$ cat config.mk
export PLATFORM = sky130hd
export DESIGN_NAME = pgn_token_scanner_core_flat
export DESIGN_NICKNAME = d
export VERILOG_FILES = /design/src/rtl/pgnts_pkg.sv /design/src/rtl/pgnts_in_if.sv /design/src/rtl/pgnts_out_if.sv /design/src/rtl/pgnts_scan_fsm.sv /design/src/rtl/pgn_token_scanner_core.sv /design/src/flat_wrapper.sv
export VERILOG_INCLUDE_DIRS = /design/src /design/src/rtl
export SDC_FILE = /design/constraint.sdc
export NUM_CORES = 1
export LEC_CHECK = 0
export BUFFER_PORTS_ARGS = -buffer_cell sky130_fd_sc_hd__clkbuf_2
export CAP_MARGIN = 10
export CORE_ASPECT_RATIO = 2
export CORE_MARGIN = 2
export CORE_UTILIZATION = 55
export CTS_CLUSTER_DIAMETER = 100
export DETAILED_ROUTE_END_ITERATION = 6
export MAX_ROUTING_LAYER = met4
export PLACE_DENSITY = 0.76
export SETUP_SLACK_MARGIN = 0.4
export SYNTH_ARGS = -nofsm -noshare
export SYNTH_HDL_FRONTEND = slang
export SYNTH_HIERARCHICAL = 1
export SYNTH_SLANG_ARGS = --single-unit
$ cat constraint.sdc
create_clock -name clk -period 3 [get_ports clk]
set_clock_uncertainty 0.15 [all_clocks]
set_input_delay 0.15 -clock clk [delete_from_list [all_inputs] [get_ports clk]]
set_output_delay 0.15 -clock clk [all_outputs]
set_load 0.02 [all_outputs]
$ cat src/rtl/pgn_token_scanner_core_defines.svh
// assertion macros for the pgn token scanner
`ifndef PGN_TOKEN_SCANNER_CORE_DEFINES_SVH
`define PGN_TOKEN_SCANNER_CORE_DEFINES_SVH

`ifndef SYNTH

// same-cycle implication
`define PGNTS_CHK(lbl, ante, cons) \
  lbl: assert property (@(posedge clk) disable iff (!rst_n) (ante) |-> (cons)) \
    else $error("pgn token scanner: same-cycle check failed");

// next-cycle implication
`define PGNTS_NEXT(lbl, ante, cons) \
  lbl: assert property (@(posedge clk) disable iff (!rst_n) (ante) |=> (cons)) \
    else $error("pgn token scanner: next-cycle check failed");

`else

`define PGNTS_CHK(lbl, ante, cons)
`define PGNTS_NEXT(lbl, ante, cons)

`endif

`endif

$ cat src/rtl/pgnts_pkg.sv
package pgnts_pkg;

  localparam int DEPTH_WIDTH_DEF = 16;
  localparam int LINE_WIDTH_DEF  = 24;
  localparam int LINE_SHOW_W     = 24;
  localparam int RBUF_DEPTH      = 7;

  typedef enum logic [1:0] {
    PH_OUT  = 2'd0,
    PH_TAGS = 2'd1,
    PH_GAME = 2'd2
  } phase_t;

  typedef enum logic [3:0] {
    M_IDLE = 4'd0,
    M_SKIP = 4'd1,
    M_ESC  = 4'd2,
    M_TAG  = 4'd3,
    M_COMM = 4'd4,
    M_LINE = 4'd5,
    M_NAG  = 4'd6,
    M_NUM  = 4'd7,
    M_MOVE = 4'd8
  } mode_t;

  typedef enum logic [1:0] {
    CL_NONE    = 2'd0,
    CL_PAREN   = 2'd1,
    CL_BRACE   = 2'd2,
    CL_NEWLINE = 2'd3
  } closer_t;

  typedef enum logic [2:0] {
    TT_NONE    = 3'd0,
    TT_TAG     = 3'd1,
    TT_COMMENT = 3'd2,
    TT_LINE    = 3'd3,
    TT_NAG     = 3'd4,
    TT_RESULT  = 3'd5,
    TT_NUMBER  = 3'd6,
    TT_MOVE    = 3'd7
  } tok_t;

  typedef enum logic [1:0] {
    TP_NONE  = 2'd0,
    TP_NAME  = 2'd1,
    TP_VALUE = 2'd2
  } tag_part_t;

  localparam logic [7:0] CH_NUL    = 8'h00;
  localparam logic [7:0] CH_TAB    = 8'h09;
  localparam logic [7:0] CH_NL     = 8'h0A;
  localparam logic [7:0] CH_VT     = 8'h0B;
  localparam logic [7:0] CH_FF     = 8'h0C;
  localparam logic [7:0] CH_CR     = 8'h0D;
  localparam logic [7:0] CH_SPACE  = 8'h20;
  localparam logic [7:0] CH_QUOTE  = 8'h22;
  localparam logic [7:0] CH_DOLLAR = 8'h24;
  localparam logic [7:0] CH_PCT    = 8'h25;
  localparam logic [7:0] CH_LPAREN = 8'h28;
  localparam logic [7:0] CH_RPAREN = 8'h29;
  localparam logic [7:0] CH_STAR   = 8'h2A;
  localparam logic [7:0] CH_DOT    = 8'h2E;
  localparam logic [7:0] CH_ZERO   = 8'h30;
  localparam logic [7:0] CH_NINE   = 8'h39;
  localparam logic [7:0] CH_SEMI   = 8'h3B;
  localparam logic [7:0] CH_LBRACK = 8'h5B;
  localparam logic [7:0] CH_RBRACK = 8'h5D;
  localparam logic [7:0] CH_LBRACE = 8'h7B;
  localparam logic [7:0] CH_RBRACE = 8'h7D;

  localparam logic [23:0] RES_WIN  = "1-0";
  localparam logic [23:0] RES_LOSS = "0-1";
  localparam logic [55:0] RES_DRAW = "1/2-1/2";

  typedef logic [RBUF_DEPTH-1:0][7:0] rbuf_t;

  typedef struct packed {
    logic                   text_valid;
    logic [7:0]             text_byte;
    logic [1:0]             tag_part;
    logic                   token_done;
    logic [2:0]             token_type;
    logic                   game_end;
    logic [LINE_SHOW_W-1:0] line_count;
  } result_t;

  function automatic logic is_ws(input logic [7:0] c);
    return (c == CH_SPACE) || (c == CH_TAB) || (c == CH_NL) || (c == CH_CR);
  endfunction

  function automatic logic is_tag_space(input logic [7:0] c);
    return (c == CH_SPACE) || (c == CH_TAB) || (c == CH_VT) || (c == CH_FF);
  endfunction

  function automatic logic is_result(input rbuf_t b, input logic [3:0] len);
    logic [23:0] head;
    logic [55:0] full;
    head = {b[0], b[1], b[2]};
    full = {b[0], b[1], b[2], b[3], b[4], b[5], b[6]};
    return ((len == 4'd3) && ((head == RES_WIN) || (head == RES_LOSS))) ||
           ((len == 4'd7) && (full == RES_DRAW));
  endfunction

endpackage

$ cat src/rtl/pgnts_in_if.sv
interface pgnts_in_if;
  logic       valid;
  logic       ready;
  logic [7:0] data_byte;
  logic       end_of_data;

  modport source (output valid, output data_byte, output end_of_data, input ready);
  modport sink   (input valid, input data_byte, input end_of_data, output ready);
endinterface

$ cat src/rtl/pgnts_out_if.sv
interface pgnts_out_if;
  logic        valid;
  logic        ready;
  logic        text_valid;
  logic [7:0]  text_byte;
  logic [1:0]  tag_part;
  logic        token_done;
  logic [2:0]  token_type;
  logic        game_end;
  logic [23:0] line_count;

  modport source (
    output valid, output text_valid, output text_byte, output tag_part,
    output token_done, output token_type, output game_end, output line_count,
    input ready
  );
  modport sink (
    input valid, input text_valid, input text_byte, input tag_part,
    input token_done, input token_type, input game_end, input line_count,
    output ready
  );
endinterface

$ cat src/rtl/pgnts_scan_fsm.sv
`include "pgn_token_scanner_core_defines.svh"

module pgnts_scan_fsm #(
  parameter int DEPTH_WIDTH = pgnts_pkg::DEPTH_WIDTH_DEF,
  parameter int LINE_WIDTH  = pgnts_pkg::LINE_WIDTH_DEF
) (
  input  logic                clk,
  input  logic                rst_n,
  input  logic                step_en,
  input  logic [7:0]          data_byte,
  input  logic                end_of_data,
  output pgnts_pkg::result_t  res
);

  pgnts_pkg::phase_t      phase_r, phase_nxt;
  pgnts_pkg::mode_t       mode_r, mode_nxt;
  pgnts_pkg::closer_t     closer_r, closer_nxt;
  logic [DEPTH_WIDTH-1:0] depth_r, depth_nxt;
  logic [2:0]             tag_step_r, tag_step_nxt;
  logic                   in_quotes_r, in_quotes_nxt;
  logic                   nonempty_r, nonempty_nxt;
  logic [3:0]             rlen_r, rlen_nxt;
  logic [LINE_WIDTH-1:0]  line_r, line_nxt;
  pgnts_pkg::rbuf_t       rbuf_r;
  logic                   rbuf_we;
  logic [2:0]             rbuf_addr;

  logic                   is_end;
  logic                   ws;
  logic                   tsp;
  logic                   digit;
  logic                   num_res;
  logic [7:0]             skip_close_ch;
  logic                   skip_open_hit;
  logic                   comm_open_hit;
  logic                   comm_close_hit;
  logic [DEPTH_WIDTH-1:0] depth_inc;
  logic [DEPTH_WIDTH-1:0] depth_dec;
  logic [LINE_WIDTH-1:0]  line_inc;
  logic [LINE_WIDTH-1:0]  lc_raw;
  logic [pgnts_pkg::LINE_SHOW_W-1:0] lc_show;

  assign is_end  = end_of_data || (data_byte == pgnts_pkg::CH_NUL);
  assign ws      = pgnts_pkg::is_ws(data_byte);
  assign tsp     = pgnts_pkg::is_tag_space(data_byte);
  assign digit   = (data_byte >= pgnts_pkg::CH_ZERO) && (data_byte <= pgnts_pkg::CH_NINE);
  assign num_res = pgnts_pkg::is_result(rbuf_r, rlen_r);

  always_comb begin
    unique case (closer_r)
      pgnts_pkg::CL_PAREN: skip_close_ch = pgnts_pkg::CH_RPAREN;
      pgnts_pkg::CL_BRACE: skip_close_ch = pgnts_pkg::CH_RBRACE;
      default:             skip_close_ch = pgnts_pkg::CH_NL;
    endcase
  end

  assign skip_open_hit =
    ((closer_r == pgnts_pkg::CL_PAREN) && (data_byte == pgnts_pkg::CH_LPAREN)) ||
    ((closer_r == pgnts_pkg::CL_BRACE) && (data_byte == pgnts_pkg::CH_LBRACE));
  assign comm_open_hit = (closer_r == pgnts_pkg::CL_PAREN) ?
    (data_byte == pgnts_pkg::CH_LPAREN) : (data_byte == pgnts_pkg::CH_LBRACE);
  assign comm_close_hit = (closer_r == pgnts_pkg::CL_PAREN) ?
    (data_byte == pgnts_pkg::CH_RPAREN) : (data_byte == pgnts_pkg::CH_RBRACE);

  assign depth_inc = (depth_r != '1) ? depth_r + DEPTH_WIDTH'(1) : depth_r;
  assign depth_dec = (depth_r != '0) ? depth_r - DEPTH_WIDTH'(1) : depth_r;
  assign line_inc  = ((data_byte == pgnts_pkg::CH_NL) && (line_r != '1)) ?
                     line_r + LINE_WIDTH'(1) : line_r;

  // next state
  always_comb begin
    phase_nxt     = phase_r;
    mode_nxt      = mode_r;
    closer_nxt    = closer_r;
    depth_nxt     = depth_r;
    tag_step_nxt  = tag_step_r;
    in_quotes_nxt = in_quotes_r;
    nonempty_nxt  = nonempty_r;
    rlen_nxt      = rlen_r;
    line_nxt      = line_r;
    rbuf_we       = 1'b0;
    rbuf_addr     = rlen_r[2:0];
    if (is_end) begin
      phase_nxt     = pgnts_pkg::PH_OUT;
      mode_nxt      = pgnts_pkg::M_IDLE;
      closer_nxt    = pgnts_pkg::CL_NONE;
      depth_nxt     = '0;
      tag_step_nxt  = '0;
      in_quotes_nxt = 1'b0;
      nonempty_nxt  = 1'b0;
      rlen_nxt      = '0;
      line_nxt      = LINE_WIDTH'(1);
    end else begin
      line_nxt = line_inc;
      case (mode_r)
        pgnts_pkg::M_IDLE: begin
          if (phase_r == pgnts_pkg::PH_OUT) begin
            priority if (data_byte == pgnts_pkg::CH_LBRACK) begin
              phase_nxt     = pgnts_pkg::PH_TAGS;
              mode_nxt      = pgnts_pkg::M_TAG;
              tag_step_nxt  = '0;
              in_quotes_nxt = 1'b0;
            end else if (data_byte == pgnts_pkg::CH_LPAREN) begin
              closer_nxt = pgnts_pkg::CL_PAREN;
              depth_nxt  = DEPTH_WIDTH'(1);
              mode_nxt   = pgnts_pkg::M_SKIP;
            end else if (data_byte == pgnts_pkg::CH_LBRACE) begin
              closer_nxt = pgnts_pkg::CL_BRACE;
              depth_nxt  = DEPTH_WIDTH'(1);
              mode_nxt   = pgnts_pkg::M_SKIP;
            end else if ((data_byte == pgnts_pkg::CH_SEMI) ||
                         (data_byte == pgnts_pkg::CH_PCT)) begin
              closer_nxt = pgnts_pkg::CL_NEWLINE;
              depth_nxt  = DEPTH_WIDTH'(1);
              mode_nxt   = pgnts_pkg::M_SKIP;
            end else begin
            end
          end else begin
            priority if (ws || (data_byte == pgnts_pkg::CH_DOT)) begin
            end else if (data_byte == pgnts_pkg::CH_PCT) begin
              mode_nxt = pgnts_pkg::M_ESC;
            end else if (data_byte == pgnts_pkg::CH_LBRACK) begin
              phase_nxt     = pgnts_pkg::PH_TAGS;
              mode_nxt      = pgnts_pkg::M_TAG;
              tag_step_nxt  = '0;
              in_quotes_nxt = 1'b0;
            end else if ((data_byte == pgnts_pkg::CH_LPAREN) ||
                         (data_byte == pgnts_pkg::CH_LBRACE)) begin
              closer_nxt   = (data_byte == pgnts_pkg::CH_LPAREN) ?
                             pgnts_pkg::CL_PAREN : pgnts_pkg::CL_BRACE;
              depth_nxt    = DEPTH_WIDTH'(1);
              nonempty_nxt = 1'b0;
              mode_nxt     = pgnts_pkg::M_COMM;
            end else if (data_byte == pgnts_pkg::CH_SEMI) begin
              mode_nxt = pgnts_pkg::M_LINE;
            end else if (data_byte == pgnts_pkg::CH_DOLLAR) begin
              mode_nxt = pgnts_pkg::M_NAG;
            end else if (data_byte == pgnts_pkg::CH_STAR) begin
              phase_nxt = pgnts_pkg::PH_OUT;
            end else if (digit) begin
              rbuf_we   = 1'b1;
              rbuf_addr = 3'd0;
              rlen_nxt  = 4'd1;
              mode_nxt  = pgnts_pkg::M_NUM;
            end else begin
              phase_nxt = pgnts_pkg::PH_GAME;
              mode_nxt  = pgnts_pkg::M_MOVE;
            end
          end
        end
        pgnts_pkg::M_SKIP: begin
          if (data_byte == skip_close_ch) begin
            depth_nxt = depth_dec;
            if (depth_dec == '0) begin
              mode_nxt   = pgnts_pkg::M_IDLE;
              closer_nxt = pgnts_pkg::CL_NONE;
            end
          end else if (skip_open_hit) begin
            depth_nxt = depth_inc;
          end
        end
        pgnts_pkg::M_ESC: begin
          if ((data_byte == pgnts_pkg::CH_NL) || (data_byte == pgnts_pkg::CH_CR)) begin
            mode_nxt = pgnts_pkg::M_IDLE;
          end
        end
        pgnts_pkg::M_TAG: begin
          if ((!in_quotes_r && (data_byte == pgnts_pkg::CH_RBRACK)) ||
              (data_byte == pgnts_pkg::CH_NL) || (data_byte == pgnts_pkg::CH_CR)) begin
            mode_nxt      = pgnts_pkg::M_IDLE;
            tag_step_nxt  = '0;
            in_quotes_nxt = 1'b0;
          end else begin
            case (tag_step_r)
              3'd0: if (!tsp) tag_step_nxt = 3'd1;
              3'd1: if (tsp) tag_step_nxt = 3'd2;
              3'd2: begin
                if (!tsp) begin
                  tag_step_nxt = 3'd3;
                  if (data_byte == pgnts_pkg::CH_QUOTE) in_quotes_nxt = 1'b1;
                end
              end
              3'd3: begin
                if (in_quotes_r && (data_byte == pgnts_pkg::CH_QUOTE)) begin
                  in_quotes_nxt = 1'b0;
                  tag_step_nxt  = 3'd4;
                end
              end
              default: begin
              end
            endcase
          end
        end
        pgnts_pkg::M_COMM: begin
          if (comm_open_hit) begin
            depth_nxt = depth_inc;
          end else if (comm_close_hit) begin
            depth_nxt = depth_dec;
          end
          if (comm_close_hit && (depth_dec == '0)) begin
            mode_nxt     = pgnts_pkg::M_IDLE;
            closer_nxt   = pgnts_pkg::CL_NONE;
            nonempty_nxt = 1'b0;
          end else if ((data_byte != pgnts_pkg::CH_NL) || nonempty_r) begin
            nonempty_nxt = 1'b1;
          end
        end
        pgnts_pkg::M_LINE: begin
          if ((data_byte == pgnts_pkg::CH_NL) || (data_byte == pgnts_pkg::CH_CR)) begin
            mode_nxt = pgnts_pkg::M_IDLE;
          end
        end
        pgnts_pkg::M_NAG, pgnts_pkg::M_MOVE: begin
          if (ws) mode_nxt = pgnts_pkg::M_IDLE;
        end
        pgnts_pkg::M_NUM: begin
          if (ws || (data_byte == pgnts_pkg::CH_DOT)) begin
            phase_nxt = num_res ? pgnts_pkg::PH_OUT : pgnts_pkg::PH_GAME;
            mode_nxt  = pgnts_pkg::M_IDLE;
            rlen_nxt  = '0;
          end else if (rlen_r < 4'd7) begin
            rbuf_we  = 1'b1;
            rlen_nxt = rlen_r + 4'd1;
          end else begin
            rlen_nxt = 4'd8;
          end
        end
        default: mode_nxt = pgnts_pkg::M_IDLE;
      endcase
    end
  end

  // outputs
  always_comb begin
    res            = '0;
    res.line_count = lc_show;
    if (is_end) begin
      res.token_done = 1'b1;
      case (mode_r)
        pgnts_pkg::M_TAG:  res.token_type = pgnts_pkg::TT_TAG;
        pgnts_pkg::M_COMM: res.token_type = pgnts_pkg::TT_COMMENT;
        pgnts_pkg::M_LINE: res.token_type = pgnts_pkg::TT_LINE;
        pgnts_pkg::M_NAG:  res.token_type = pgnts_pkg::TT_NAG;
        pgnts_pkg::M_MOVE: res.token_type = pgnts_pkg::TT_MOVE;
        pgnts_pkg::M_NUM: begin
          res.token_type = num_res ? pgnts_pkg::TT_RESULT : pgnts_pkg::TT_NUMBER;
          res.game_end   = num_res;
        end
        default: res.token_done = 1'b0;
      endcase
    end else begin
      case (mode_r)
        pgnts_pkg::M_IDLE: begin
          if (phase_r != pgnts_pkg::PH_OUT) begin
            priority if (ws || (data_byte == pgnts_pkg::CH_DOT) ||
                         (data_byte == pgnts_pkg::CH_PCT) ||
                         (data_byte == pgnts_pkg::CH_LPAREN) ||
                         (data_byte == pgnts_pkg::CH_LBRACE) ||
                         (data_byte == pgnts_pkg::CH_SEMI) ||
                         (data_byte == pgnts_pkg::CH_DOLLAR)) begin
            end else if (data_byte == pgnts_pkg::CH_LBRACK) begin
              res.game_end = (phase_r != pgnts_pkg::PH_TAGS);
            end else if (data_byte == pgnts_pkg::CH_STAR) begin
              res.text_valid = 1'b1;
              res.token_done = 1'b1;
              res.token_type = pgnts_pkg::TT_RESULT;
              res.game_end   = 1'b1;
            end else begin
              res.text_valid = 1'b1;
            end
          end
        end
        pgnts_pkg::M_TAG: begin
          if ((!in_quotes_r && (data_byte == pgnts_pkg::CH_RBRACK)) ||
              (data_byte == pgnts_pkg::CH_NL) || (data_byte == pgnts_pkg::CH_CR)) begin
            res.token_done = 1'b1;
            res.token_type = pgnts_pkg::TT_TAG;
          end else begin
            res.text_valid = 1'b1;
            case (tag_step_r)
              3'd0, 3'd1: if (!tsp) res.tag_part = pgnts_pkg::TP_NAME;
              3'd2: begin
                if (!tsp && (data_byte != pgnts_pkg::CH_QUOTE)) begin
                  res.tag_part = pgnts_pkg::TP_VALUE;
                end
              end
              3'd3: begin
                if (in_quotes_r ? (data_byte != pgnts_pkg::CH_QUOTE) : !tsp) begin
                  res.tag_part = pgnts_pkg::TP_VALUE;
                end
              end
              default: begin
              end
            endcase
          end
        end
        pgnts_pkg::M_COMM: begin
          if (comm_close_hit && (depth_dec == '0)) begin
            res.token_done = 1'b1;
            res.token_type = pgnts_pkg::TT_COMMENT;
          end else begin
            res.text_valid = (data_byte != pgnts_pkg::CH_NL) || nonempty_r;
          end
        end
        pgnts_pkg::M_LINE: begin
          if ((data_byte == pgnts_pkg::CH_NL) || (data_byte == pgnts_pkg::CH_CR)) begin
            res.token_done = 1'b1;
            res.token_type = pgnts_pkg::TT_LINE;
          end else begin
            res.text_valid = 1'b1;
          end
        end
        pgnts_pkg::M_NAG: begin
          res.text_valid = !ws;
          res.token_done = ws;
          res.token_type = ws ? pgnts_pkg::TT_NAG : pgnts_pkg::TT_NONE;
        end
        pgnts_pkg::M_MOVE: begin
          res.text_valid = !ws;
          res.token_done = ws;
          res.token_type = ws ? pgnts_pkg::TT_MOVE : pgnts_pkg::TT_NONE;
        end
        pgnts_pkg::M_NUM: begin
          if (ws || (data_byte == pgnts_pkg::CH_DOT)) begin
            res.token_done = 1'b1;
            res.token_type = num_res ? pgnts_pkg::TT_RESULT : pgnts_pkg::TT_NUMBER;
            res.game_end   = num_res;
          end else begin
            res.text_valid = 1'b1;
          end
        end
        default: begin
        end
      endcase
    end
    res.text_byte = res.text_valid ? data_byte : 8'h00;
  end

  assign lc_raw = is_end ? line_r : line_inc;

  generate
    if (LINE_WIDTH > pgnts_pkg::LINE_SHOW_W) begin : g_lc_sat
      assign lc_show = (|lc_raw[LINE_WIDTH-1:pgnts_pkg::LINE_SHOW_W]) ?
                       '1 : lc_raw[pgnts_pkg::LINE_SHOW_W-1:0];
    end else begin : g_lc_ext
      assign lc_show = pgnts_pkg::LINE_SHOW_W'(lc_raw);
    end
  endgenerate

  always_ff @(posedge clk) begin
    if (!rst_n) begin
      phase_r     <= pgnts_pkg::PH_OUT;
      mode_r      <= pgnts_pkg::M_IDLE;
      closer_r    <= pgnts_pkg::CL_NONE;
      depth_r     <= '0;
      tag_step_r  <= '0;
      in_quotes_r <= 1'b0;
      nonempty_r  <= 1'b0;
      rlen_r      <= '0;
      line_r      <= LINE_WIDTH'(1);
    end else if (step_en) begin
      phase_r     <= phase_nxt;
      mode_r      <= mode_nxt;
      closer_r    <= closer_nxt;
      depth_r     <= depth_nxt;
      tag_step_r  <= tag_step_nxt;
      in_quotes_r <= in_quotes_nxt;
      nonempty_r  <= nonempty_nxt;
      rlen_r      <= rlen_nxt;
      line_r      <= line_nxt;
    end
  end

  // number buffer, only entries below the fill length are ever compared
  always_ff @(posedge clk) begin
    if (step_en && !is_end && rbuf_we) begin
      rbuf_r[rbuf_addr] <= data_byte;
    end
  end

  `PGNTS_CHK(a_nest_nonzero, (mode_r == pgnts_pkg::M_SKIP) || (mode_r == pgnts_pkg::M_COMM), depth_r != '0)
  `PGNTS_CHK(a_line_nonzero, 1'b1, line_r != '0)
  `PGNTS_CHK(a_tag_part_src, res.tag_part != pgnts_pkg::TP_NONE, res.text_valid && (mode_r == pgnts_pkg::M_TAG))
  `PGNTS_CHK(a_game_end_type, res.game_end && res.token_done, res.token_type == pgnts_pkg::TT_RESULT)
  `PGNTS_NEXT(a_end_clears, step_en && is_end, (mode_r == pgnts_pkg::M_IDLE) && (phase_r == pgnts_pkg::PH_OUT) && (line_r == LINE_WIDTH'(1)))

endmodule

$ cat src/rtl/pgn_token_scanner_core.sv
// pgn token scanner
// in_chan carries one text byte per transfer (data_byte, end_of_data);
// out_chan returns exactly one result per input transfer, in order, with
// token text bytes, tag name/value marks, token completion and type,
// game end and the current line number.
// the result of a byte is held in an output register and is on out_chan in
// the cycle after its transfer. throughput: one byte per cycle while not
// stalled; state updates use a single level of decode logic per byte.
// in_chan.ready is high while the output register is empty or being taken
// in the same cycle, so a stalled receiver holds one result and stops input
// only while that result waits.
// a NUL byte or end_of_data closes the stream: open tokens complete and the
// scanner returns to its reset state for the next stream.
// reset (rst_n low, synchronous) empties the output register, puts the
// scanner out of game and sets the line counter to one.
`include "pgn_token_scanner_core_defines.svh"

module pgn_token_scanner_core #(
  parameter int DEPTH_WIDTH = pgnts_pkg::DEPTH_WIDTH_DEF,
  parameter int LINE_WIDTH  = pgnts_pkg::LINE_WIDTH_DEF
) (
  input  logic        clk,
  input  logic        rst_n,
  pgnts_in_if.sink    in_chan,
  pgnts_out_if.source out_chan
);

  pgnts_pkg::result_t step_res;
  pgnts_pkg::result_t out_res_r;
  logic               out_valid_r;
  logic               in_fire;
  logic               out_ready;

  assign out_ready     = out_chan.ready;
  assign in_chan.ready = !out_valid_r || out_ready;
  assign in_fire       = in_chan.valid && in_chan.ready;

  pgnts_scan_fsm #(
    .DEPTH_WIDTH (DEPTH_WIDTH),
    .LINE_WIDTH  (LINE_WIDTH)
  ) u_scan (
    .clk         (clk),
    .rst_n       (rst_n),
    .step_en     (in_fire),
    .data_byte   (in_chan.data_byte),
    .end_of_data (in_chan.end_of_data),
    .res         (step_res)
  );

  always_ff @(posedge clk) begin
    if (!rst_n) begin
      out_valid_r <= 1'b0;
    end else if (in_fire) begin
      out_valid_r <= 1'b1;
    end else if (out_ready) begin
      out_valid_r <= 1'b0;
    end
  end

  // result register, loaded on every input transfer
  always_ff @(posedge clk) begin
    if (in_fire) begin
      out_res_r <= step_res;
    end
  end

  assign out_chan.valid      = out_valid_r;
  assign out_chan.text_valid = out_res_r.text_valid;
  assign out_chan.text_byte  = out_res_r.text_byte;
  assign out_chan.tag_part   = out_res_r.tag_part;
  assign out_chan.token_done = out_res_r.token_done;
  assign out_chan.token_type = out_res_r.token_type;
  assign out_chan.game_end   = out_res_r.game_end;
  assign out_chan.line_count = out_res_r.line_count;

  `PGNTS_NEXT(a_fire_fills, in_fire, out_valid_r)
  `PGNTS_NEXT(a_stall_holds, out_valid_r && !out_ready, out_valid_r)
  `PGNTS_CHK(a_no_fire_full, out_valid_r && !out_ready, !in_fire)

endmodule
$ cat src/flat_wrapper.sv
// flat-port wrapper written by rule: the top's interface ports become plain ports
module pgn_token_scanner_core_flat 
#(
  parameter int DEPTH_WIDTH = pgnts_pkg::DEPTH_WIDTH_DEF,
  parameter int LINE_WIDTH  = pgnts_pkg::LINE_WIDTH_DEF
)
  (clk, rst_n, in_chan_valid, in_chan_data_byte, in_chan_end_of_data, in_chan_ready, out_chan_valid, out_chan_text_valid, out_chan_text_byte, out_chan_tag_part, out_chan_token_done, out_chan_token_type, out_chan_game_end, out_chan_line_count, out_chan_ready);
  pgnts_in_if in_chan_i ();
  pgnts_out_if out_chan_i ();
  input  logic clk;
  input  logic rst_n;
  input wire logic [$bits(in_chan_i.valid)-1:0] in_chan_valid;
  input wire logic [$bits(in_chan_i.data_byte)-1:0] in_chan_data_byte;
  input wire logic [$bits(in_chan_i.end_of_data)-1:0] in_chan_end_of_data;
  output wire logic [$bits(in_chan_i.ready)-1:0] in_chan_ready;
  output wire logic [$bits(out_chan_i.valid)-1:0] out_chan_valid;
  output wire logic [$bits(out_chan_i.text_valid)-1:0] out_chan_text_valid;
  output wire logic [$bits(out_chan_i.text_byte)-1:0] out_chan_text_byte;
  output wire logic [$bits(out_chan_i.tag_part)-1:0] out_chan_tag_part;
  output wire logic [$bits(out_chan_i.token_done)-1:0] out_chan_token_done;
  output wire logic [$bits(out_chan_i.token_type)-1:0] out_chan_token_type;
  output wire logic [$bits(out_chan_i.game_end)-1:0] out_chan_game_end;
  output wire logic [$bits(out_chan_i.line_count)-1:0] out_chan_line_count;
  input wire logic [$bits(out_chan_i.ready)-1:0] out_chan_ready;
  assign in_chan_i.valid = in_chan_valid;
  assign in_chan_i.data_byte = in_chan_data_byte;
  assign in_chan_i.end_of_data = in_chan_end_of_data;
  assign in_chan_ready = in_chan_i.ready;
  assign out_chan_valid = out_chan_i.valid;
  assign out_chan_text_valid = out_chan_i.text_valid;
  assign out_chan_text_byte = out_chan_i.text_byte;
  assign out_chan_tag_part = out_chan_i.tag_part;
  assign out_chan_token_done = out_chan_i.token_done;
  assign out_chan_token_type = out_chan_i.token_type;
  assign out_chan_game_end = out_chan_i.game_end;
  assign out_chan_line_count = out_chan_i.line_count;
  assign out_chan_i.ready = out_chan_ready;
  pgn_token_scanner_core #(.DEPTH_WIDTH(DEPTH_WIDTH), .LINE_WIDTH(LINE_WIDTH)) u_core (.clk(clk), .rst_n(rst_n), .in_chan(in_chan_i), .out_chan(out_chan_i));
endmodule
==> results of run 1 <==
==> flip-flops by register name, indices dropped and copies added (netlist names) <==
signal	cells
u_core/u_scan/rlen_r	4
u_core/out_chan.token_done	1
u_core/u_scan/nonempty_r	1
u_core/out_chan.game_end	1
u_core/u_scan/rbuf_r	56
u_core/out_chan.tag_part	2
u_core/out_chan.text_valid	1
u_core/u_scan/depth_r	16
u_core/u_scan/tag_step_r	3
u_core/out_chan.valid	1
u_core/u_scan/mode_r	4
u_core/out_chan.token_type	3
u_core/u_scan/phase_r	2
u_core/out_chan.line_count	24
u_core/u_scan/line_r	24
u_core/u_scan/closer_r	2
u_core/u_scan/in_quotes_r	1
u_core/out_chan.text_byte	8
==> cells by family after synthesis <==
kind of cell               count (synthesis)  share of synthesized area
AOI/OAI and AO/OA                        238                      0.181
xor gates and xnor gates                  34                     0.0341
adders and majority gates                  7                     0.0100
buffers and inverters                     88                     0.0391
DFF                                      154                      0.463
muxes                                      7                    0.00845
and+or+nand+nor                          432                      0.264
==> layout by cell type, fill, tap and decap left out, drive strengths merged, types with 5 or more instances in the layout <==
master    n
nand3    38
or3      12
a31oi    13
buf     123
nor4b     5
edfxtp   96
a211oi   10
a22oi    10
nor4     15
ha        7
nor2b    17
nand2    84
clkbuf   72
nand4    32
clkinv    7
and2     15
xor2     14
nor3     48
inv      26
and3     12
o21ai    60
nand2b    8
dfxtp    58
xnor2    20
nor4bb    5
a21oi    53
a22o      6
nor2    103
a21boi   16
o22ai    10
or2       6
o31ai     6
or4       6
a21o      5
o21a     10
==> worst paths after layout <==
check | to | slack (ns) | depth (start not counted)
hold reg to reg | u_core/u_scan/line_r[1] | 0.36 | 2
setup reg to reg | u_core/u_scan/depth_r[5] | 0.07 | 10
setup / recovery | u_core/u_scan/depth_r[5] | 0.07 | 10
hold / removal | u_core/u_scan/rbuf_r[36] | 0.03 | 2
==> per-stage QoR <==
| step | TNS (ns) | instance area (um2) |
|---|---|---|
| global placement | 0 | 9970 |
| detailed placement | 0 | 9970 |
| finish | 0 | 11200 |
| CTS | 0 | 10900 |
| floorplan | 0 | 9000 |
| global route | -0.000339 | 11200 |
==> metal layers <==
| layer | share of wire | GRT usage | up-vias |
|---|---|---|---|
| met1 | 0.33 | 0.328 | 4084 |
| met4 | 0.079 | 0.257 | 0 |
| met5 | 0 | - | - |
| met3 | 0.059 | 0.0607 | 159 |
| li1 | - | - | 3869 |
| met2 | 0.53 | 0.577 | 498 |
==> cells in the mapped netlist, types with 8 or more instances <==
cell	count
o22ai_1	8
nor4_1	14
a211oi_1	9
nand3_1	37
clkbuf_1	59
xor2_1	14
nand2_1	84
a31oi_1	13
nand4_1	31
dfxtp_1	58
and2_1	13
a21boi_0	10
o21ai_1	9
xnor2_1	20
inv_1	22
a22oi_1	10
or3_1	12
edfxtp_1	96
nor2b_1	17
o21a_1	10
nor2_1	102
a21oi_1	53
and3_1	12
o21ai_0	51
nor3_1	46
==> what timing repair did <==
| item | 4_1_cts | 5_1_grt |
|---|---|---|
| hold buffers | 3 | 0 |
| gates resized for setup | 41 | 64 |
| buffers inserted | 17 | 12 |
| endpoints found under the setup margin | 53 | 81 |
| pin swaps | 41 | 43 |
| gates cloned | 1 | 0 |
| hold endpoints to repair | 2 | 0 |
==> power groups by stage <==
stage	logic, mW	clock network (mW)	registers (mW)
final	0.608	2.02	2.30
after global routing	0.645	2.13	2.30
after CTS	0.561	2.04	2.30
after detailed placement	0.503	0	2.34
after global placement	0.501	0	2.34
after floorplan	0.270	0	2.38
==> final cells by class <==
class	instances	share of cell area
Clock buffer	18	0.0392
Clock inverter	14	0.0104
Inverter	22	0.00759
Multi-Input combinational cell	719	0.441
Sequential cell	154	0.363
Tap cell	201	0.0224
Timing Repair Buffer	180	0.116
==> worst register-to-register path: cells and delay by family (launching register included) <==
| kind | cells | cell delay (ns) |
|---|---|---|
| buffers and inverters | 1 | 0.04 |
| and+or+nand+nor | 4 | 1.09 |
| DFF | 1 | 0.38 |
| AOI/OAI and AO/OA | 4 | 0.95 |
| adders and majority gates | 1 | 0.21 |
==> metrics.md, run 1 <==
| Metric | Value |
|---|---|
| Layout cells sized above 1 | `0.296` |
| # nets final | `1114` |
| Initial antenna violation count | `0` |
| Final worst setup slack | `0.0671 ns` |
| Unique masters post-synth | `90` |
| Starting density of the core | `0.556` |
| Peak supply drop | `0.417 mV` |
| First-pass GRT wire length | `roughly 43000 um` |
| Boundary Pins | `between 50 and 60` |
| HP Start | `in_chan_data_byte[4]` |
| WHS | `0.0292 ns` |
| Post-synth EDFFs | `96` |
| DRC Markers | `0` |
| Fin crit period | `2.93 ns` |
| Sink Count | `approximately 150` |
| IO buf count | `54` |
| WP buf/inv | `1` |
| Cell internal pwr | `3.60 mW` |
| Final core utilization | `0.715` |
| Worst r2r src | `u_core/u_scan/closer_r[0]` |
| WP data arrival | `3.11 ns` |
| Crit Path Class | `flip-flop to flip-flop` |
| Syn Inst Count | `960` |
| Non-filler cells, final | `1308` |
| Cell taking the most area after synthesis | `edfxtp_1` |
| DP Wirelength | `19100 um` |
| Seq pwr share | `0.466` |
| Synth Warn # | `6` |
| Register Area | `approximately 4000 um2` |
| Status | `finished, final reports clean` |
| Switching part of the total | `0.269` |
| Die X | `93.1 um` |
| Crit path max fanout | `8` |
| Max-Cap Viols | `0` |
| Total wire length | `28000 um` |
| Post-placement cell count | `1243` |
| Number of global-route vias before repair | `8276` |
| Skew-Pair Late Insertion Delay | `~0.44 ns` |
| GPL Wtd Cong | `1.02` |
| Syn_area_per_cell | `9.10 um2` |
| H-tree depth | `4` |
| Seq/Total Area, Yosys | `0.463` |
| Clock-pin slew on the worst setup and hold paths | `0.07 ns` |
| Top delay family on crit path | `simple AND/OR/NAND/NOR gates` |
| # setup viols final | `0` |
| Final Hold Fails | `0` |
| Critical path's slowest cell | `or4bb_4` |
| Critical Path RT | `3.18 ns` |
| Total track usage | `0.336` |
| Synth area leaders | `edfxtp_1, dfxtp_1, nor2_1` |
| Slew Limit Headroom | `0.450` |
| Clk buf depth | `2` |
| Fmax | `341 MHz` |
| Yosys top cell area share | `0.330` |
| Critical Path Sink Type | `flip-flop` |
| Die area | `17000 um2` |
| Worst-margin pin slew | `0.819 ns` |
| Final period util | `0.978` |
| Pre-CTS WS | `0.0495 ns` |
| Crit path cell chain | `inv_4 > ha_4 > or4bb_4 > a221oi_4 > nor2b_4 > a2bb2oi_4 > nor3_4 > or2_4 > a21o_1 > a32o_1` |
| Die extent in y | `between 150 and 200 um` |
| Via count | `roughly 8600` |
| 1st-pass router iterations | `6` |
| Sw power | `1.32 mW` |
| Largest net degree at the start of global routing | `39` |
| Multi-input gate area | `4950 um2` |
| Hold crit path type | `input pin to flip-flop` |
| RSZ-0062 raised after global routing | `true` |
| Slew Limit Fails | `0` |
| Clk Tree Root Cell | `clkbuf_16` |
| Total global routing overflow | `0` |
| CTS tree | `done` |
| Power, Total | `4.93 mW` |
| Comb power frac | `0.123` |
| Post-DR vias/cell | `6.58` |
| Leak Pwr | `4.16 nW` |
| Post-synth ARST share | `0` |
| Startpoint types | `flip-flop` |
| Critical path startpoint | `u_core/u_scan/closer_r[0]` |
| Yosys reg bits | `154` |
| Clk network pwr share | `0.411` |
| Critical path's largest stage delay | `between 0.5 and 0.6 ns` |
| Post-route ant nets | `0` |
| Row cnt | `65` |
| Synth Flop Type | `edfxtp_1` |
| Core Area | `15700 um2` |
| Post-DR wirelength/cell | `21.4 um` |
| Synth Cell Area | `8730 um2` |
| Num CTS Buffers | `17` |
| DR iter-0 viols | `858` |
| Antenna cells | `0` |
| Synthesized Nets | `980` |
| Filler cells | `~1200` |
| Power per Cell Area | `439 nW/um2` |
| Synth-to-Final Area Change | `28.5%` |
Note: power is estimated with default switching activity, not from simulation.
==> inputs of run 2 (changes only) <==
--- a/config.mk
+++ b/config.mk
@@ -14,8 +14,8 @@
 export CTS_CLUSTER_DIAMETER = 100
 export DETAILED_ROUTE_END_ITERATION = 6
 export MAX_ROUTING_LAYER = met4
-export PLACE_DENSITY = 0.76
-export SETUP_SLACK_MARGIN = 0.4
+export PLACE_DENSITY = 0.79
+export SETUP_SLACK_MARGIN = 0.02
 export SYNTH_ARGS = -nofsm -noshare
 export SYNTH_HDL_FRONTEND = slang
 export SYNTH_HIERARCHICAL = 1
==> metrics.md, run 2 (synthesized netlist as in run 1, its figures left out) <==
| Metric | Value |
|---|---|
| Status | `finished, final reports clean (unchanged)` |
| Post-DR wirelength/cell | `20.5 um (was 21.4 um)` |
| Fmax | `344 MHz (was 341 MHz)` |
| Critical Path RT | `3.12 ns (was 3.18 ns)` |
| Row cnt | `65 (unchanged)` |
| Reg-to-Reg End | `u_core/out_chan.text_byte[0] (was u_core/u_scan/depth_r[5])` |
| Initial antenna violation count | `0 (unchanged)` |
| H-tree depth | `4 (unchanged)` |
| Critical Path Sink Type | `flip-flop (unchanged)` |
| Boundary Pins | `55 (unchanged)` |
| Total wire length | `26400 um (was 28000 um)` |
| Worst r2r src | `u_core/u_scan/depth_r[0] (was u_core/u_scan/closer_r[0])` |
| Peak supply drop | `0.332 mV (was 0.417 mV)` |
| Startpoint types | `flip-flop (unchanged)` |
| Post-placement cell count | `1249 (was 1243)` |
| Num CTS Buffers | `17 (unchanged)` |
| First-pass GRT wire length | `40800 um (was 42600 um)` |
| Hold Path End | `u_core/u_scan/rbuf_r[34] (was u_core/u_scan/rbuf_r[36])` |
| Pre-CTS WS | `-0.103 ns (was 0.0495 ns)` |
| Power per Cell Area | `473 nW/um2 (was 439 nW/um2)` |
| Sink Count | `154 (unchanged)` |
| Layout cells sized above 1 | `0.216 (was 0.296)` |
| Clk buf depth | `2 (unchanged)` |
| 1st-pass router iterations | `5 (was 6)` |
| Most Crowded Layer GR | `met2 (unchanged)` |
| DRC Markers | `0 (unchanged)` |
| Met2 Track Usage GR | `0.573 (was 0.577)` |
| Leak Pwr | `3.91 nW (was 4.16 nW)` |
| R2R cell count | `11 (was 10)` |
| Crit path cell chain | `inv_1 > ha_1 > nor4b_2 > buf_4 > a211oi_2 > nand3_1 > xor2_2 > and3_1 > and3_2 > o22ai_4 > and2_1 (was inv_4 > ha_4 > or4bb_4 > a221oi_4 > nor2b_4 > a2bb2oi_4 > nor3_4 > or2_4 > a21o_1 > a32o_1)` |
| DP Wirelength | `18600 um (was 19100 um)` |
| CTS tree | `done (unchanged)` |
| Total global routing overflow | `0 (unchanged)` |
| Synth-to-Final Area Change | `20.5% (was 28.5%)` |
| GPL Wtd Cong | `1.05 (was 1.02)` |
| Critical path's largest stage delay | `0.41 ns (was 0.56 ns)` |
| Clk Tree Root Cell | `clkbuf_16 (unchanged)` |
| Final worst setup slack | `0.0945 ns (was 0.0671 ns)` |
| Final Hold Fails | `0 (unchanged)` |
| Top delay family on crit path | `simple AND/OR/NAND/NOR gates (unchanged)` |
| Final period util | `0.969 (was 0.978)` |
| Skew-Pair Late Insertion Delay | `0.42 ns (was 0.44 ns)` |
| Reg2Reg Setup Slack | `0.09 ns (was 0.07 ns)` |
| Multi-input gate area | `4480 um2 (was 4950 um2)` |
| GR Layer Usage met1 | `0.311 (was 0.328)` |
| Via count | `8273 (was 8610)` |
| Filler cells | `1240 (was 1168)` |
| Largest register FFs | `56 (unchanged)` |
| Crit path max fanout | `9 (was 8)` |
| Power, Total | `4.97 mW (was 4.93 mW)` |
| Worst-margin pin slew | `0.873 ns (was 0.819 ns)` |
| Largest net degree at the start of global routing | `44 (was 39)` |
| WP data arrival | `3.03 ns (was 3.11 ns)` |
| Starting density of the core | `0.556 (unchanged)` |
| Most common cell after layout, fill and taps aside | `buf_4 (unchanged)` |
| Clock-pin slew on the worst setup and hold paths | `0.07 ns (about the same)` |
| WP buf/inv | `2 (was 1)` |
| Critical path's slowest cell | `dfxtp_1 (was or4bb_4)` |
| Antenna cells | `0 (unchanged)` |
| Fin crit period | `2.91 ns (was 2.93 ns)` |
| IO buf count | `54 (unchanged)` |
| Register Area | `4050 um2 (was 4080 um2)` |
| Die extent in y | `182 um (unchanged)` |
| Post-DR vias/cell | `6.43 (was 6.58)` |
| Hold Crit Depth | `1 (was 2)` |
| Post-route ant nets | `0 (unchanged)` |
| # nets final | `1093 (was 1114)` |
| Max-Cap Viols | `0 (unchanged)` |
| Commonest non-fill, non-tap cells in the layout | `buf_4, nor2_1, edfxtp_1, nand2_1, dfxtp_1 (was buf_4, edfxtp_1, nor2_1, nand2_1, clkbuf_2)` |
| DR iter-0 viols | `749 (was 858)` |
| Slew Limit Headroom | `0.412 (was 0.450)` |
| Number of global-route vias before repair | `7982 (was 8276)` |
| TNS Setup | `0 ns (unchanged)` |
| # setup viols final | `0 (unchanged)` |
| RSZ-0062 raised after global routing | `false (was true)` |
| Crit Path Class | `flip-flop to flip-flop (unchanged)` |
| Hold crit path type | `input pin to flip-flop (unchanged)` |
| HP Start | `in_chan_data_byte[2] (was in_chan_data_byte[4])` |
| Met3 global-route usage | `0.0516 (was 0.0607)` |
| Total track usage | `0.321 (was 0.336)` |
| Die X | `93.1 um (unchanged)` |
| Core Area | `15700 um2 (unchanged)` |
| Slew Limit Fails | `0 (unchanged)` |
| Biggest register | `u_core/u_scan/rbuf_r (unchanged)` |
| Non-filler cells, final | `1287 (was 1308)` |
| Die area | `17000 um2 (unchanged)` |
[run 2: worst register-to-register path, cell delays in order (launching register included)]
cell      delay (ns)
dfxtp_1         0.41
inv_1           0.08
ha_1            0.24
nor4b_2         0.18
buf_4           0.18
a211oi_2        0.24
nand3_1         0.21
xor2_2          0.20
and3_1          0.16
and3_2          0.23
o22ai_4         0.26
and2_1          0.22
[run 2: area by class of cell]
cell class              instances  area share
well taps                     201      0.0239
clock inverters                12      0.0132
flip-flops and latches        154       0.385
inverters                      22     0.00785
multi-input cells             718       0.426
clock buffers                  20      0.0425
repair buffers                160       0.102
[run 2: worst max-delay path by stage]
stage	depth (start not counted)	startpoint	endpoint	slack (ns)
after CTS	11	u_core/u_scan/depth_r[0]	u_core/out_chan.text_byte[0]	0.04
after global placement	10	in_chan_data_byte[2]	u_core/u_scan/depth_r[11]	-0.09
after floorplan	9	u_core/u_scan/mode_r[2]	u_core/u_scan/rbuf_r[24]	0.009
after global routing	11	u_core/u_scan/depth_r[0]	u_core/out_chan.text_byte[0]	0.03
final	11	u_core/u_scan/depth_r[0]	u_core/out_chan.text_byte[0]	0.09
after detailed placement	10	u_core/u_scan/closer_r[0]	u_core/u_scan/depth_r[5]	-0.10
[run 2: routing by layer]
| layer | wire length [um] | vias up |
|---|---|---|
| met3 | 1430 | 125 |
| met2 | 14100 | 396 |
| li1 | - | 3817 |
| met5 | 0 | - |
| met4 | 1760 | 0 |
| met1 | 9120 | 3935 |
[run 2: where the power goes]
part	internal, mW	leakage [nW]	switching (mW)
registers	2.28	1.37	0.0164
logic	0.191	2.26	0.342
clock network	1.26	0.284	0.885
[run 2: stage by stage]
step,utilization,hold WS (ns),cell area (um2)
final,0.670,0.0271,10500
after CTS,0.662,0.0119,10400
after floorplan,-,0.0989,8740
after global routing,0.670,0.0297,10500
after global placement,0.622,0.238,9760
after detailed placement,0.622,0.257,9760
[run 2: repair_timing]
item	4_1_cts	5_1_grt
buffers inserted	0	3
hold buffers	3	0
endpoints found under the setup margin	12	30
pin swaps	1	8
endpoints found under the hold margin	3	0
resized for setup	4	18
